**src/rtl/core/salc_ram.sv**
```systemverilog
// Generic single-port-write, single-read RAM with registered read data.
// No dependencies.
module salc_ram #(
	parameter int WIDTH = 8,
	parameter int DEPTH = 16
) (
	input  logic                     clk,
	input  logic                     we,
	input  logic [$clog2(DEPTH)-1:0] waddr,
	input  logic [WIDTH-1:0]         wdata,
	input  logic [$clog2(DEPTH)-1:0] raddr,
	output logic [WIDTH-1:0]         rdata
);
	logic [WIDTH-1:0] mem [DEPTH];

	// write and registered read
	always_ff @(posedge clk) begin
		if (we) begin
			mem[waddr] <= wdata;
		end
		rdata <= mem[raddr];
	end
endmodule

```
**config.mk**
```make
export PLATFORM = sky130hd
export DESIGN_NAME = salc_ram
export DESIGN_NICKNAME = d
export VERILOG_FILES = /design/src/rtl/core/salc_ram.sv
export SDC_FILE = /design/constraint.sdc
export NUM_CORES = 1
export LEC_CHECK = 0
export BUFFER_PORTS_ARGS = -buffer_cell sky130_fd_sc_hd__buf_2
export CORE_MARGIN = 4
export CORE_UTILIZATION = 55
export CTS_CLUSTER_SIZE = 16
export DETAILED_ROUTE_END_ITERATION = 10
export GPL_ROUTABILITY_DRIVEN = 0
export PLACE_DENSITY = 0.73
export SLEW_MARGIN = 30
export SYNTH_ARGS = -nofsm -noshare
export SYNTH_HDL_FRONTEND = slang
export SYNTH_SLANG_ARGS = --single-unit
```
**constraint.sdc**
```tcl
create_clock -name clk -period 2.05 [get_ports clk]
set_clock_uncertainty 0.05 [all_clocks]
set_input_delay 0.205 -clock clk [delete_from_list [all_inputs] [get_ports clk]]
set_output_delay 0.205 -clock clk [all_outputs]
set_load 0.05 [all_outputs]
```
---- Word-level counts from Yosys, hierarchy flattened ----
Memories as Yosys holds them, arrays and structs flattened. A register that Yosys moved wholly into a read port is not among the register bits.
Cells that the tools add are included.
Widths: inputs -> output; s select.
word-level totals
  input port bits ......................... 18
  register bits after elaboration ......... 0
  RAM bits ................................ 128
  output and inout bits ................... 8
  memories kept ........................... 1
  word-level logic and storage cells ...... 3
memories
  name  depth  width  rd ports  clocked after memory_dff  write ports  line  text
  mem   16     8      1         1                         1            14    logic [WIDTH-1:0] mem [DEPTH];
operators by class
  multiplexer cells ....................... 2
operator list
  kind    number
  $mux 1  2

---- Logic depth before layout (Yosys ltp) ----
Gate-level depths: netlist of the first run.
  depth after elaboration ................. 2
  mapped depth ............................ 5

---- Worst setup path after synthesis of the first run ----
OpenSTA, ideal clock, no wires.
  kind .................................... input to register
  start ................................... in waddr[2]
  end ..................................... mem mem[0][0] (enable)
  library setup time ...................... 0.383 ns
  arrival time ............................ 1.315 ns
  required time ........................... 1.617 ns
  path slack .............................. 0.302 ns
  buffers on the path ..................... 0
  stages .................................. 2
  cells stage by stage .................... or3b_2 > nor3_1
RTL lines
  item                line  text
  start: declaration  9     input logic [$clog2(DEPTH)-1:0] waddr,
  end: declaration    14
Straight into the memory's write port.

==> results of run 1 <==
stage by stage:
stage	std cells	area, µm²	hold slack [ns]	util (%)	power [mW]
floorplan	229	5147	0.2539	-	3.403
global placement	374	5493	0.5402	59.73	3.524
detailed placement	374	5493	0.5502	59.73	3.535
CTS	406	6076	0.01101	66.07	6.543
global route	406	6076	0.01720	66.07	6.722
finish	406	6076	0.02561	66.07	6.494
power groups by stage:
stage	clock [mW]	sequential, mW	combinational, mW
2_1_floorplan	0	3.25	0.158
3_3_place_gp	0	3.18	0.342
3_5_place_dp	0	3.19	0.348
4_1_cts	3.06	3.13	0.355
5_1_grt	3.21	3.14	0.375
6_report	3.01	3.13	0.350
worst max-delay path, cell delays in order (launching register included):
cell	delay [ns]
edfxtp_1	0.38
mux4_1	0.54
a22oi_1	0.33
nand2_1	0.09
metal layers:
layer	part of all wire (%)	vias to the layer above	global-route usage [%]	wire (µm)
met4	2.0	0	7.591	208
met1	40	1307	29.26	4162
met5	0	-	0	0
met3	7.5	18	5.868	770
met2	50	110	32.13	5177
li1	-	1078	-	-
kinds of logic after synthesis:
logic type / after synthesis / share of synthesized area [%]
AO/OA/AOI/OAI: 16 / 2.334
buffers and inverters: 10 / 1.677
flip-flops: 136 / 77.78
multiplexers: 32 / 15.02
AND/OR/NAND/NOR: 35 / 3.184
layout make-up:
class                      instances  area [µm²]
timing repair buffer              44       292.8
fill                             589        3120
clock buffer                      21       429.2
tap                              111       138.9
multi-input combinational         83        1057
sequential                       136        4004
clock inverter                    11       153.9
Yosys cell counts (all sizes together):
master         number
and2b               1
nand3b              2
nor3                4
nand3               1
a22oi              16
nand2               9
nor2               13
edfxtp            128
and2                1
clkdlybuf4s25       3
or3b                1
nor2b               1
nand2b              2
dfxtp               8
buf                 7
mux4               32
cells in the final DEF, fill, tap and decap left out:
master,netlist,final
a22oi_1,16,16
and2_1,1,1
and2b_1,1,1
buf_12,0,2
buf_2,3,25
buf_4,1,17
bufinv_16,0,4
clkbuf_1,0,4
clkbuf_16,0,16
clkbuf_8,0,1
clkinv_1,0,3
clkinv_2,0,3
clkinvlp_4,0,1
dfxtp_1,8,8
edfxtp_1,128,128
mux4_1,14,14
mux4_2,18,18
nand2_1,9,9
nand2b_1,2,2
nand3_1,1,1
nand3b_1,2,2
nor2_1,13,13
nor2b_1,1,1
nor3_1,4,4
or3b_2,1,1
worst min path at each step:
stage	from	to
finish	wdata[5]	mem[4][5]
global route	wdata[2]	mem[4][2]
CTS	wdata[5]	mem[4][5]
detailed placement	wdata[5]	mem[0][5]
global placement	wdata[0]	mem[6][0]
floorplan	wdata[0]	mem[0][0]
state kept, by name, indices dropped and copies added, names as in the netlist:
name / count
rdata: 8
mem: 128
==> run metrics, run 1 <==
# resized after CTS 0; port buffer count 25; Critical Path RT 2.39 ns; clock power share 46.4%; Post-Syn Instances 229; Reg clk slew, reported paths 0.06 ns; WL final 10,320 µm; cell count of the worst reg-to-reg path 3; Area Growth Syn to Fin 18.04%; Hold Path Stages 1; pwr dens 1069 nW/µm²; initial antenna violation count 0; crit share post-route 73.74%; post-CTS setup buffers 0; H-tree levels 4; share of cells above drive strength 1 29.83%; Sw Share 20.08%; Routed Antenna Nets 0; Synth area leaders edfxtp_1 75%, mux4_2 7.9%, mux4_1 7.1%; r2r startpoint mem[9][4]; fin crit period 1.512 ns; Clock Sink Count 136; hold bufs inserted after CTS 0; total CTS buffers 17; sequential power share 48.2%; Synth area leader edfxtp_1; largest net degree at the start of global routing 33; Total Nets Final 300; r2r setup slk 0.54 ns; Iter 0 DRT Violations 235; Achievable Freq 661.6 MHz; gr ovfl total 0; Die Width 104.7 µm; Residual DRC 0; post-synth top area share 74.67%; total of max-cap violations 0; Worst Setup EP rdata[4]; site row count 35; Switch Pwr 1.304 mW; outcome completed; die area 10,970 µm²; RSZ-0062 raised after global routing false; Comb pwr share 5.4%; crit path from mem[9][4]; clock latency on the worst-skew pair 0.52 ns; Ys Warns 0; worst flop-to-flop path endpoint rdata[4]; final number of max-transition violations 0; leakage 2.086 nW; Total Routing Usage GR 20.98%; DR pass1 iterations 5; share of the yosys chip area belonging to registers 77.78%; final count of hold timing violations 0; IR drop worst, VDD 0.5828 mV; Setup CP Type reg2reg; via count 2,513; Avg Inst Size Synth 22.48 µm²; HPWL after DPL 5862 µm; Hold Path Class in2reg; DR vias/cell 6.190; final setup fails 0; root buffer cell clkbuf_8; Slew HR 54.25%; I/O pin count 26; CTS Buffer Depth 2; Mapped Area 5147 µm²; cell internal pwr 5.190 mW; DP Worst Slack 0.2842 ns; Netlist cell types 19; Post-Route Setup TNS 0 ns; Seq cells post-synth 136; Initial Utilization 55.97%; vias in the first global route 2,634; Worst EP arrival 1.85 ns; Die Span Y 104.7 µm; setup slack after layout 0.5384 ns; syn_nets 247; WL per Instance 25.41 µm; CP max FO 1; core area 9196 µm²; Critical Path Source Type register; Antenna diodes 0; Worst-Margin Slew 0.6837 ns; capturing element type of the critical path register; first-pass GRT wire length 16,400 µm; CTS tree built
No activity file was read; power rests on OpenSTA's default activity.
==> inputs of run 2 (changes only) <==
clock period = 1.4 ns   (was 2.05 ns; I/O delays follow)
==> run metrics, run 2 (synthesis results as in run 1) <==
leakage 2.154 nW (+3.2%); Area Growth Syn to Fin 21.56%; RSZ-0062 raised after global routing false; Worst Setup EP rdata[5]; commonest non-fill, non-tap cells in the layout 128 x edfxtp_1, 25 x buf_2, 23 x mux4_2; die area 10,970 µm² (unchanged); Hold Path Class in2reg; Critical Path RT 1.74 ns (-0.65 ns); Clock Sink Count 136 (unchanged); Slowest-stage cell, CP mux4_1; sequential power share 47.6% (-0.6 points); crit share post-route 95.98% (+22 points); core area 9196 µm² (unchanged); biggest regs mem: 128 flops, rdata: 8 flops; Total Routing Usage GR 19.85% (-1.1 points); HPWL after DPL 6224 µm (+6.2%); Total Nets Final 314 (+4.7%); Setup CP Type reg2reg; H-tree levels 4 (unchanged); Slew HR 36.09% (-18 points); CTS tree built; total CTS buffers 17 (unchanged); Antenna diodes 0 (unchanged); final setup fails 0 (unchanged); initial antenna violation count 0 (unchanged); first-pass GRT wire length 15,570 µm (-5.0%); Crit path depth 3 (unchanged); Initial Utilization 55.97% (unchanged); Filler cells 577 (-2.0%); clock power share 46.5% (about the same); Die Width 104.7 µm (unchanged); final count of hold timing violations 0 (unchanged); Design Area, Final 6257 µm² (+3.0%); Critical Path Source Type register; Switch Pwr 1.874 mW (+44%); Top reg by flops mem; Sw Share 19.47% (-0.61 points); Placed Instance Area 5555 µm² (+1.1%); vias in the first global route 2,764 (+4.9%); WL final 9908 µm (-4.0%); Largest delay share family, worst path multiplexers; Residual DRC 0 (unchanged); total of max-cap violations 0 (unchanged); commonest non-fill, non-tap cell in the layout edfxtp_1; worst flop-to-flop path endpoint rdata[5]; outcome completed; port buffer count 25 (unchanged); crit path from mem[0][5]; pwr dens 1538 nW/µm² (+44%); cell internal pwr 7.751 mW (+49%); largest net degree at the start of global routing 19 (-42%); CP peak stage delay 0.51 ns (-0.03 ns); Post-Route Setup TNS 0 ns (unchanged); DR pass1 iterations 4 (-1); Buf+Inv Stages, Crit Path 0 (unchanged); CP max FO 1 (unchanged); WHS 0.1510 ns (+0.1254 ns); clock latency on the worst-skew pair 0.50 ns (-0.02 ns); CP cell instances mux4_1, a22oi_2, nand2_1; Achievable Freq 744.2 MHz (+12%); final number of max-transition violations 0 (unchanged); Die Span Y 104.7 µm (unchanged); DR vias/cell 5.957 (-3.8%); via count 2,502 (-0.44%); IR drop worst, VDD 0.7998 mV (+37%); Worst EP arrival 1.68 ns (-0.17 ns); r2r startpoint mem[0][5]; gr ovfl total 0 (unchanged); max FFs per register 128 (unchanged); Reg clk slew, reported paths 0.06 ns (about the same); r2r setup slk 0.06 ns (-0.48 ns); cell count of the worst reg-to-reg path 3 (unchanged); root buffer cell clkbuf_8; CTS Buffer Depth 2 (unchanged); fin crit period 1.344 ns (-0.1678 ns); I/O pin count 26 (unchanged); Comb pwr share 5.8% (+0.4 points); Iter 0 DRT Violations 159 (-32%); WL per Instance 23.59 µm (-7.2%); total power 9.625 mW (+48%); share of cells above drive strength 1 35.60% (+5.8 points); capturing element type of the critical path register; Worst-Margin Slew 0.9551 ns (+0.2714 ns); site row count 35 (unchanged); Routed Antenna Nets 0 (unchanged)
## run 2: changes by cell type in the layout (fill, tap and decap cells not counted), sizes merged
cell,before,now
buf,44,50
clkinvlp,1,0
dlygate4sd3,0,8
clkinv,6,5
clkbuf,21,23
## run 2: power by group through the flow
stage / registers (mW) / logic (mW) / clock network [mW]
after floorplan: 4.75 / 0.231 / 0
after CTS: 4.58 / 0.557 / 4.54
after global placement: 4.66 / 0.517 / 0
after global routing: 4.59 / 0.605 / 4.73
final: 4.58 / 0.563 / 4.48
after detailed placement: 4.67 / 0.529 / 0
## run 2: worst reg2reg max path: stages (launching register included)
cell and delay [ns]:
edfxtp_1 0.37, mux4_1 0.51, a22oi_2 0.24, nand2_1 0.07
## run 2: how the worst min path moves through the flow
stage	to	cells after the start	slack [ns]	start
2_1_floorplan	mem[0][0]	0	0.19	wdata[0]
3_3_place_gp	mem[6][4]	1	0.48	wdata[4]
3_5_place_dp	mem[6][4]	1	0.48	wdata[4]
4_1_cts	mem[0][1]	3	0.13	waddr[0]
5_1_grt	mem[0][1]	3	0.14	waddr[0]
6_report	mem[0][1]	3	0.15	waddr[0]
## run 2: timing repair
item | 4_1_cts | 5_1_grt
pin swaps | 1 | 0
buffers inserted | 0 | 0
hold endpoints to repair | 128 | 0
gates resized for setup | 2 | 10
setup endpoints to repair | 2 | 6
hold buffers | 8 | 0
## run 2: area by class of cell
cell class	count	area (µm²)	area share, %
multi-input cells	83	1079	17.24
flip-flops and latches	136	4004	63.99
repair buffers	58	430.4	6.879
well taps	111	138.9	2.220
clock inverters	9	148.9	2.380
clock buffers	23	456.7	7.299
## run 2: stage by stage
step	std cells	setup slack (ns)	util, %
after CTS	420	0.01426	67.97
after global routing	420	0.007440	68.04
after detailed placement	380	-0.1999	60.41
after floorplan	229	-0.05615	-
after global placement	380	-0.1773	60.41
final	420	0.05627	68.04
## run 2: layer usage
layer	vias up	part of all wire, %	track usage [%]	routed length, µm
met5	-	0	0	0
met4	0	0.98	6.935	97
met3	6	6.7	5.806	667
met2	107	51	31.26	5062
met1	1285	41	26.80	4080
li1	1104	-	-	-
==> inputs of run 3 (changes only) <==
REMOVE_ABC_BUFFERS = 1   (was default)
==> run metrics, run 3 (synthesis results as in run 1) <==
outcome completed; fin crit period 1.379 ns (+0.03489 ns); r2r setup slk 0.02 ns (-0.03 ns); CTS tree built; share of cells above drive strength 1 32.68% (-2.9 points); Placed Instance Area 5523 µm² (-0.59%); r2r startpoint mem[8][1]; Clock Sink Count 136 (unchanged); Core Util, Final 67.56% (-0.48 points); sequential power share 47.9% (+0.3 points); commonest non-fill, non-tap cell in the layout edfxtp_1; Area Growth Syn to Fin 20.71%; Top reg by flops mem; commonest non-fill, non-tap cells in the layout 128 x edfxtp_1, 24 x buf_2, 22 x buf_4; setup slack after layout 0.02138 ns (-0.03489 ns); WHS 0.1446 ns (-0.006398 ns); DR vias/cell 5.938 (-0.33%); Slew HR 44.13% (+8.0 points); Total Routing Usage GR 19.84% (about the same); Switch Pwr 1.949 mW (+4.0%); hold endpoint mem[8][1]; Slowest-stage cell, CP mux4_1; cell count of the worst reg-to-reg path 3 (unchanged); Residual DRC 0 (unchanged); clock power share 46.5% (about the same); root buffer cell clkbuf_8; Routed Antenna Nets 0 (unchanged); HPWL after DPL 6046 µm (-2.9%); CP peak stage delay 0.53 ns (+0.02 ns); largest net degree at the start of global routing 33 (+14); crit share post-route 98.47% (+2.5 points); Total Nets Final 312 (-0.64%); leakage 2.135 nW (-0.91%); CTS Buffer Depth 2 (unchanged); gr ovfl total 0 (unchanged); RSZ-0062 raised after global routing false; capturing element type of the critical path register; Achievable Freq 725.4 MHz (-2.5%); core area 9196 µm² (unchanged); I/O pin count 26 (unchanged); final setup fails 0 (unchanged); final count of hold timing violations 0 (unchanged); total CTS buffers 17 (unchanged); Hold Path Class in2reg; DR pass1 iterations 4 (unchanged); Reg clk slew, reported paths 0.06 ns (about the same); Setup CP Type reg2reg; total of max-cap violations 0 (unchanged); max FFs per register 128 (unchanged); startpoint of the worst hold path waddr[0]; Buf+Inv Stages, Crit Path 0 (unchanged); H-tree levels 4 (unchanged); cell internal pwr 7.624 mW (-1.6%); Die Span Y 104.7 µm (unchanged); CP max FO 1 (unchanged); die area 10,970 µm² (unchanged); DP Worst Slack -0.2341 ns (-0.03419 ns); pwr dens 1541 nW/µm² (+0.16%); Worst-Margin Slew 0.8350 ns (-0.1202 ns); clock latency on the worst-skew pair 0.52 ns (+0.02 ns); WL final 9890 µm (-0.18%); Initial Utilization 55.97% (unchanged); Worst EP arrival 1.73 ns (+0.05 ns); Critical Path Source Type register; final number of max-transition violations 0 (unchanged); CP cell instances mux4_1, a22oi_2, nand2_1; port buffer count 25 (unchanged); vias in the first global route 2,594 (-6.2%); Die Width 104.7 µm (unchanged); Design Area, Final 6213 µm² (-0.70%); Comb pwr share 5.6% (-0.2 points); site row count 35 (unchanged); Sw Share 20.36% (+0.88 points); biggest regs mem: 128 flops, rdata: 8 flops; WL per Instance 23.72 µm (+0.54%); Largest delay share family, worst path multiplexers; IR drop worst, VDD 0.7612 mV (-4.8%); first-pass GRT wire length 15,500 µm (-0.49%); via count 2,476 (-1.0%); total power 9.573 mW (-0.54%); Filler cells 585 (+1.4%); Hold Path Stages 3 (unchanged); Iter 0 DRT Violations 189 (+19%); worst flop-to-flop path endpoint rdata[1]; Antenna diodes 0 (unchanged); Critical Path RT 1.75 ns (about the same); initial antenna violation count 0 (unchanged)
[run 3: power groups by stage]
stage               combinational [mW]  sequential [mW]  clock [mW]
floorplan                        0.182             4.75           0
global placement                 0.504             4.66           0
detailed placement               0.516             4.67           0
CTS                              0.545             4.59        4.51
global route                     0.578             4.59        4.74
finish                           0.540             4.59        4.45
[run 3: what timing repair did]
item,CTS,global route
hold buffers,8,0
hold endpoints to repair,128,0
setup buffers,0,0
gates resized for setup,4,3
pin swaps,1,1
endpoints found under the setup margin,4,2
[run 3: tightest hold or removal path: stages]
cell    delay [ns]
buf_2         0.15
nor3_1        0.07
buf_4         0.18
[run 3: area by class of cell]
cell class / count / area [µm²] / area share, %
clock buffers: 17 / 414.1 / 6.665
clock inverters: 14 / 181.4 / 2.920
multi-input cells: 83 / 1070 / 17.22
flip-flops and latches: 136 / 4004 / 64.44
well taps: 111 / 138.9 / 2.235
repair buffers: 56 / 405.4 / 6.524
[run 3: routing by layer]
metal / GRT usage, % / routed length (µm) / up-vias
met2: 30.34 / 5056 / 98
met3: 6.362 / 715 / 9
met1: 27.89 / 4041 / 1271
met4: 5.530 / 76 / 0
met5: 0 / 0 / -
li1: - / - / 1098
[run 3: per-stage QoR]
stage / TNS, ns / std cells
5_1_grt: 0 / 417
2_1_floorplan: -3.281 / 219
3_3_place_gp: -2.216 / 378
3_5_place_dp: -2.896 / 378
6_report: 0 / 417
4_1_cts: 0 / 417
[run 3: worst max path at each step]
stage | startpoint | to | slack, ns | depth (start not counted)
final | mem[8][1] | rdata[1] | 0.02 | 3
after global routing | mem[1][4] | rdata[4] | 0.001 | 3
after CTS | mem[8][1] | rdata[1] | 0.01 | 3
after detailed placement | raddr[0] | rdata[0] | -0.23 | 5
after global placement | raddr[0] | rdata[3] | -0.23 | 5
after floorplan | waddr[2] | mem[0][0] | -0.28 | 2
